[src/hw/rtl/rmst_pkg.sv]
// ---------------------------------------------------------------------------
// rmst_pkg
// Shared types and codes for the range minimum segment tree.
// ---------------------------------------------------------------------------
package rmst_pkg;

  // Request mode codes as they arrive on the request port
  localparam logic [1:0] MODE_SET   = 2'd0;
  localparam logic [1:0] MODE_LOWER = 2'd1;
  localparam logic [1:0] MODE_QUERY = 2'd2;

  // Command kinds carried from front to back
  typedef enum logic [1:0] {
    OP_SET,
    OP_LOWER,
    OP_QUERY
  } op_t;

  // One classified command in the queue
  typedef struct packed {
    op_t         op;
    logic [9:0]  leaf_index;
    logic [31:0] leaf_value;  // already masked to the value width
    logic [10:0] lo;          // clamped; lo == hi marks an empty range
    logic [10:0] hi;          // clamped to the leaf count
  } cmd_t;

  // Back end sequencer states
  typedef enum logic [2:0] {
    ST_CLEAR,
    ST_IDLE,
    ST_UPD_RUN,
    ST_QRY_RUN,
    ST_QRY_DONE
  } back_state_t;

endpackage

[src/hw/rtl/rmst_front.sv]
// ---------------------------------------------------------------------------
// rmst_front
// Accepts request items, drops those with no effect, clamps query ranges
// and holds classified commands in a two-entry queue for the back end.
// ---------------------------------------------------------------------------
module rmst_front #(
  parameter int LEAVES     = 1024,
  parameter int VALUE_BITS = 32
) (
  input  logic                 clk,
  input  logic                 rst,
  // request channel
  input  logic                 req_valid,
  output logic                 req_ready,
  input  logic [1:0]           mode,
  input  logic [9:0]           leaf_index,
  input  logic [31:0]          leaf_value,
  input  logic [10:0]          range_lo,
  input  logic [10:0]          range_hi,
  // back end side
  input  logic                 clearing,
  output logic                 cmd_valid,
  input  logic                 cmd_ready,
  output rmst_pkg::cmd_t       cmd
);

  localparam logic [31:0] LEAVES32   = 32'(LEAVES);
  localparam logic [31:0] VAL_MASK32 = (VALUE_BITS >= 32) ? 32'hFFFF_FFFF :
                                       32'((64'd1 << VALUE_BITS) - 64'd1);

  rmst_pkg::cmd_t q [2];
  logic           wp;
  logic           rp;
  logic [1:0]     count;

  rmst_pkg::cmd_t new_cmd;
  logic           keep;
  logic [31:0]    hi32;
  logic [31:0]    hi_c32;
  logic [10:0]    hi_c;
  logic           push;
  logic           pop;

  // Classify the incoming item
  always_comb begin
    hi32   = {21'b0, range_hi};
    hi_c32 = (hi32 > LEAVES32) ? LEAVES32 : hi32;
    hi_c   = hi_c32[10:0];

    new_cmd.leaf_index = leaf_index;
    new_cmd.leaf_value = leaf_value & VAL_MASK32;
    new_cmd.hi         = hi_c;
    new_cmd.lo         = (range_lo >= hi_c) ? hi_c : range_lo;
    new_cmd.op         = rmst_pkg::OP_QUERY;
    keep               = 1'b0;

    unique case (mode)
      rmst_pkg::MODE_SET: begin
        new_cmd.op = rmst_pkg::OP_SET;
        keep       = ({22'b0, leaf_index} < LEAVES32);
      end
      rmst_pkg::MODE_LOWER: begin
        new_cmd.op = rmst_pkg::OP_LOWER;
        keep       = ({22'b0, leaf_index} < LEAVES32);
      end
      rmst_pkg::MODE_QUERY: begin
        new_cmd.op = rmst_pkg::OP_QUERY;
        keep       = 1'b1;
      end
      default: begin
        keep = 1'b0;
      end
    endcase
  end

  // Hold requests off while the tree is being cleared or the queue is full
  assign req_ready = !clearing && (count != 2'd2);
  assign push      = req_valid && req_ready && keep;
  assign cmd_valid = (count != 2'd0);
  assign pop       = cmd_valid && cmd_ready;
  assign cmd       = q[rp];

  // Queue storage
  always_ff @(posedge clk) begin
    if (push) begin
      q[wp] <= new_cmd;
    end
  end

  // Queue pointers and fill count
  always_ff @(posedge clk) begin
    if (rst) begin
      wp    <= 1'b0;
      rp    <= 1'b0;
      count <= 2'd0;
    end else begin
      if (push) begin
        wp <= ~wp;
      end
      if (pop) begin
        rp <= ~rp;
      end
      case ({push, pop})
        2'b10:   count <= count + 2'd1;
        2'b01:   count <= count - 2'd1;
        default: count <= count;
      endcase
    end
  end

endmodule

[config.mk]
export PLATFORM = sky130hd
export DESIGN_NAME = rmst_front
export DESIGN_NICKNAME = d
export VERILOG_FILES = /design/src/hw/rtl/rmst_pkg.sv /design/src/hw/rtl/rmst_front.sv
export SDC_FILE = /design/constraint.sdc
export NUM_CORES = 1
export LEC_CHECK = 0
export BUFFER_PORTS_ARGS = -buffer_cell sky130_fd_sc_hd__buf_2
export CAP_MARGIN = 10
export CORE_UTILIZATION = 53
export CTS_CLUSTER_DIAMETER = 40
export CTS_CLUSTER_SIZE = 12
export DETAILED_ROUTE_END_ITERATION = 8
export PLACE_DENSITY_LB_ADDON = 0.2
export SYNTH_ARGS = -nofsm -noshare
export SYNTH_HDL_FRONTEND = slang
export SYNTH_SLANG_ARGS = --single-unit
[constraint.sdc]
create_clock -name clk -period 5.7 [get_ports clk]
set_input_delay 0 -clock clk [delete_from_list [all_inputs] [get_ports clk]]
set_output_delay 0 -clock clk [all_outputs]
set_load 0.1 [all_outputs]
==> results by group, run 1 <==
Cells and area
  – # fillers: 557
  – N_diodes: 0
  – Layout Nets: 601
  – Share of layout cells above drive strength 1: 48.21%
  – P&R area growth vs syn: 39.81%

GRT
  – GR Layer Usage met1: 22.73%
  – Overflow after GRT: 0
  – Met3 Track Usage GR: 5.538%
  – Most Crowded Layer GR: met2
  – First-pass GRT wire length: 16.15 mm
  – Initial antenna violation count: 0
  – Total track usage: 20.03%
  – Met2 Track Usage GR: 35.67%
  – Vias in the first global route: 3506
  – Largest net degree at the start of global routing: 44

Route
  – DRC: 0
  – Drt total wl: 10.39 mm
  – Starting DRT DRC Count: 134
  – DR pass1 iterations: 5
  – DR vias/cell: 4.976
  – Wirelength per Cell: 15.64 microns
  – Antenna Nets Post-Route: 0
  – Vias: 3304

Floorplan
  – Die Y: 103.5 microns
  – Area of the core: 9864 sq um
  – Rows: 36
  – Die footprint: 10720 sq um
  – Initial core utilization: 55.40%
  – Die width: 103.5 microns
  – IO Pins: 139

Outcome
  – Status: complete, no violations

Min path
  – Hold Path Depth: 4
  – HP Class: in2reg

STA
  – Peak Freq: 0.3537 GHz
  – Fin crit period: 2.827 ns
  – RSZ-0062 raised after global routing: no
  – Worst-margin pin slew: 0.9240 ns
  – Worst Skew: 0.007965 ns
  – Final Max Tran Viols: 0
  – Worst hold margin: 0.05472 ns
  – Rel. slew slack: 38.25%
  – Hold Fails Final Rpt: 0
  – Period utilization: 49.60%
  – Endpoints failing setup: 0

Clock network
  – H-tree depth: 4
  – # clock sinks: 137
  – CTS clk-pin slew, worst paths: 0.06 ns
  – Postcts setup bufs: 0
  – TritonCTS clock tree: built
  – TritonCTS buffer count: 17
  – Worst-skew pair later-pin latency: 0.51 ns
  – Clock tree buffer depth: 2
  – Clock Tree Root: clkbuf_8

Logic synthesis
  – Sequential share of the synthesized area: 74.36%
  – Seq cells post-synth: 137
  – Synth unique cells: 27
  – Synth Cell Area: 5465 sq um
  – Synth Instances: 293
  – Syn nets: 376
  – Synthesized area per cell: 18.65 sq um
  – Warnings, synthesis: 0

Place
  – HPWL Detailed: 6.323 mm
  – Gpl congestion: 0.7585
  – Port bufs: 138

Setup path
  – Critical path class: in2reg
  – Slowest-stage cell, CP: dlygate4sd3_1
  – Worst EP required: 5.95 ns
  – Cell Chain, Critical Path: dlygate4sd3_1 > buf_2 > clkinv_1 > nand2_1 > ha_1 > a21oi_1 > a211oi_1 > or3_4 > mux2_4 > dlygate4sd3_1
  – Reg2reg path depth: 5
  – CP delay by family, top: buffers and inverters
  – Crit path top cell by count: dlygate4sd3_1
  – Crit path depth: 10
  – Crit-path max FO: 11
  – Crit start category: input port
  – Crit path DAT: 3.08 ns
  – Worst setup EP type: flip-flop
  – Crit path buffers/inverters: 4
  – Crit-path max cell delay: 0.58 ns

Power and ir drop
  – Leak: 0.003002 uW
  – Cell Pwr Density: 463.0 nW/um^2
  – Total power: 3538 uW
  – Worst vdd ir: 0.0003096 V

Run
  – MaxCap Viol Count: 0
cells in the final DEF, fill, tap and decap left out, types with 7 or more instances in the layout:
cell | netlist | final
mux2_2 | 67 | 67
mux2_4 | 10 | 10
a21oi_1 | 7 | 7
clkbuf_16 | 0 | 16
nand2_1 | 11 | 11
ha_1 | 12 | 12
edfxtp_1 | 132 | 132
dlygate4sd3_1 | 0 | 75
inv_1 | 12 | 12
buf_2 | 4 | 138
worst paths after layout:
kind / startpoint / end / slack, ns
worst max-delay path: range_hi[10] / q[0][17] / 2.87
worst min-delay path: req_valid / wp / 0.05
worst max register to register: count[0] / q[1][40] / 3.08
worst min register to register: count[1] / count[1] / 0.51
metrics by stage:
stage          setup TNS [ns]  std cells  instance area [sq um]  setup slack, ns  util, %
6_report                    0        664                   7641            2.873    77.46
5_1_grt                     0        664                   7641            2.740    77.46
4_1_cts                     0        664                   7641            2.938    77.46
3_5_place_dp                0        557                   6311            3.049    63.98
3_3_place_gp                0        557                   6311            3.098    63.98
2_1_floorplan          -3.205        293                   5465         -0.02428        -
sequential cells by signal, indices dropped and copies added, names as in the netlist, named ones only:
signal  cells
count       2
q         132
rp          1
wp          1
layout make-up:
class	count	area [sq um]	share of cell area [%]
Timing Repair Buffer	216	1464	19.16
Tap cell	133	166.4	2.178
Multi-Input combinational cell	133	1318	17.24
Clock buffer	21	459.2	6.009
Inverter	13	48.80	0.6386
Clock inverter	11	120.1	1.572
Sequential cell	137	4065	53.20
worst register-to-register path, delay by kind of cell (launching register included):
family	cells	cell delay, ns
simple gates	2	1.05
compound gates	1	0.18
buf+inv	2	0.62
flops	1	0.39
per-layer routing:
metal  wire [microns]  up-vias
li1                 -     1570
met1             4299     1616
met2             5459      104
met3              463       14
met4              164        0
met5                0        -
report_power, final:
| part | switching [uW] | total [uW] | internal, uW | leakage, uW |
|---|---|---|---|---|
| combinational | 1000 | 1300 | 292 | 0.00147 |
| clock | 382 | 1040 | 655 | 0.000280 |
| sequential | 35.7 | 1210 | 1170 | 0.00125 |
| total | 1420 | 3540 | 2120 | 0.00300 |
what timing repair did:
item | 4_1_cts | 5_1_grt
gates resized for setup | 0 | 0
endpoints found under the hold margin | 137 | 0
hold buffers | 75 | 0
synthesized netlist by cell type (all sizes together):
master	instances	share of area [%]
edfxtp	132	73
mux2	77	17
ha	12	2.7
inv	12	0.82
nand2	11	0.76
a21oi	7	0.64
nor2	6	0.41
buf	5	0.57
clkbuf	5	0.34
dfxtp	5	1.8
nand3	3	0.37
xnor2	3	0.48
nand4	2	0.23
nor2b	2	0.23
o21ai	2	0.18
or3	2	0.32
a211oi	1	0.14
a21o	1	0.14
and2	1	0.11
clkinv	1	0.069
nand2b	1	0.25
or2	1	0.11
xor2	1	0.16
cell families after synthesis:
kind of cell	after synthesis	share of synthesized area, %
mux	77	16.55
buf+inv	23	1.809
compound gates	11	1.099
simple gates	29	2.793
flops	137	74.36
fa+ha+maj	12	2.747
xor+xnor	4	0.6411
No activity file was read; power rests on OpenSTA's default activity.
==> run 2: changes to the inputs <==
- clock period: 5.7 -> 2.8 ns (I/O delays scaled with it)
==> run 2 against run 1 <==
  * Via count up 1.5%
  * Non-clock buffer count grew 8
  * Sequential power rose by 100%
  * Routed wire length rose by 9.0%
  * Total power grew 110%
  * Clock power is 120% higher
  * Critical path depth did not move
  * Count of clock-buffer cells in the layout fell by 4
  * Sequential share of layout area fell by 0.92 points
  * Core utilization is 1.4 points higher
  * Combinational power up 110%
  * Critical path type unchanged
  * Critical endpoint is now q[0][20]
  * Highest routed layer unchanged
==> results by group, run 2 (synthesis results as in run 1) <==
Place
  – Setup Slack @ Placement: 0.5785 ns
  – Gpl congestion: 0.7353
  – HPWL Detailed: 6.623 mm
  – Inst Count DP: 560
  – Port bufs: 138

Clock network
  – # clock sinks: 137
  – Worst-skew pair later-pin latency: 0.51 ns
  – Clock Tree Root: clkbuf_8
  – Clock tree buffer depth: 2
  – TritonCTS buffer count: 17
  – TritonCTS clock tree: built
  – CTS clk-pin slew, worst paths: 0.06 ns
  – H-tree depth: 4

GRT
  – Overflow after GRT: 0
  – Total track usage: 21.87%
  – Largest net degree at the start of global routing: 45
  – Initial antenna violation count: 0
  – Vias in the first global route: 3582
  – First-pass GRT wire length: 17.64 mm

Floorplan
  – IO Pins: 139
  – Die width: 103.5 microns
  – Area of the core: 9864 sq um
  – Die footprint: 10720 sq um
  – Rows: 36
  – Die Y: 103.5 microns
  – Initial core utilization: 55.40%

Route
  – Drt total wl: 11.32 mm
  – Antenna Nets Post-Route: 0
  – DRC: 0
  – Wirelength per Cell: 16.81 microns
  – Vias: 3352
  – DR vias/cell: 4.981
  – DR pass1 iterations: 4
  – Starting DRT DRC Count: 128

Min path
  – Hold Crit Start: clearing
  – WHS Endpoint: count[0]
  – Hold Path Depth: 6
  – HP Class: in2reg

Setup path
  – Reg2reg path depth: 5
  – Worst setup EP type: flip-flop
  – Crit-path max cell delay: 0.59 ns
  – R2R setup slack: 0.97 ns
  – Critical path class: in2reg
  – Worst EP required: 3.05 ns
  – Crit start category: input port
  – Reg2Reg Capture Point: q[0][32]
  – Slowest-stage cell, CP: dlygate4sd3_1
  – Reg2reg start: count[0]
  – Cell Chain, Critical Path: dlygate4sd3_1 > buf_2 > clkinvlp_2 > nand2_1 > ha_1 > a21oi_1 > a21oi_1 > or3_4 > mux2_4 > dlygate4sd3_1
  – Crit-path max FO: 10
  – Crit path DAT: 2.99 ns

Power and ir drop
  – Cell Pwr Density: 959.5 nW/um^2
  – Leak: 0.003065 uW
  – Worst vdd ir: 0.0007206 V

Outcome
  – Status: complete, no violations

Cells and area
  – Biggest registers after layout: q: 132 flops, count: 2 flops
  – P&R area growth vs syn: 42.28%
  – Max reg flops: 132
  – Layout Utilization: 78.83%
  – Most frequent cells in the layout: buf_2 (138), edfxtp_1 (132), dlygate4sd3_1 (76), mux2_2 (67), clkbuf_16 (16)
  – N_diodes: 0
  – Top reg by flops: q
  – Finished Layout Cells: 673
  – Layout Nets: 610
  – Share of layout cells above drive strength 1: 48.89%
  – Most common cell after layout, fill and taps aside: buf_2

STA
  – Peak Freq: 0.3649 GHz
  – Final worst setup slack: 0.05922 ns
  – Fin Setup TNS: 0 ns
  – Worst-margin pin slew: 0.5755 ns
  – Fin crit period: 2.741 ns
  – Final Max Tran Viols: 0
  – Worst hold margin: 0.1484 ns
  – Rel. slew slack: 61.63%
  – RSZ-0062 raised after global routing: no
  – Period utilization: 97.88%
  – Endpoints failing setup: 0
  – Hold Fails Final Rpt: 0
  – Worst Skew: 0.004938 ns

Run
  – MaxCap Viol Count: 0
run 2: cell count changes in the layout (fill, tap and decap cells not counted), moves of 3 or more:
cell / delta
buf_4: +7
bufinv_16: +3
clkbuf_8: -3
clkinv_1: +3
run 2: worst max-delay path, delay by kind of cell:
kind	cells	cell delay, ns
buffers and inverters	4	1.56
AND/OR/NAND/NOR	2	0.63
multiplexers	1	0.32
adder cells (fa/ha/maj)	1	0.26
AO/OA/AOI/OAI	2	0.23
run 2: area by class of cell:
cell class / instances / area [sq um]
Timing Repair Buffer: 224 / 1526
Clock inverter: 15 / 205.2
Fill cell: 554 / 2088
Multi-Input combinational cell: 133 / 1341
Sequential cell: 137 / 4065
Clock buffer: 17 / 414.1
Tap cell: 133 / 166.4
Inverter: 13 / 52.55
Timing Repair inverter: 1 / 5.005
run 2: per-layer routing:
metal	GRT usage, %	vias to the layer above	wire length, microns
met5	0	-	0
met4	6.729	0	102
met3	6.230	7	536
met2	39.26	108	6025
met1	25.25	1644	4651
li1	-	1593	-
run 2: stage by stage:
step	total power, uW	area [sq um]
after floorplan	4691	5504
after global placement	5036	6357
after detailed placement	5067	6357
after CTS	7485	7737
after global routing	7680	7776
final	7461	7776
run 2: power by group:
group | total [uW] | internal [uW] | switching [uW]
Combinational | 2720 | 619 | 2100
Sequential | 2420 | 2380 | 39.0
Clock | 2320 | 1520 | 803
run 2: worst max-delay path by stage:
| stage | to | cells after the start | startpoint | slack [ns] |
|---|---|---|---|---|
| after floorplan | q[0][0] | 4 | count[0] | 0.08 |
| after global routing | q[1][15] | 10 | range_hi[10] | 0.006 |
| after global placement | q[0][17] | 9 | range_hi[10] | 0.68 |
| final | q[0][20] | 10 | range_hi[10] | 0.06 |
| after CTS | q[1][20] | 10 | range_hi[10] | 0.002 |
| after detailed placement | q[0][19] | 8 | range_hi[10] | 0.58 |
run 2: repair_timing:
action	4_1_cts	5_1_grt
setup buffers	0	4
hold buffers	76	0
endpoints found under the setup margin	0	9
endpoints found under the hold margin	137	0
resized for setup	0	1
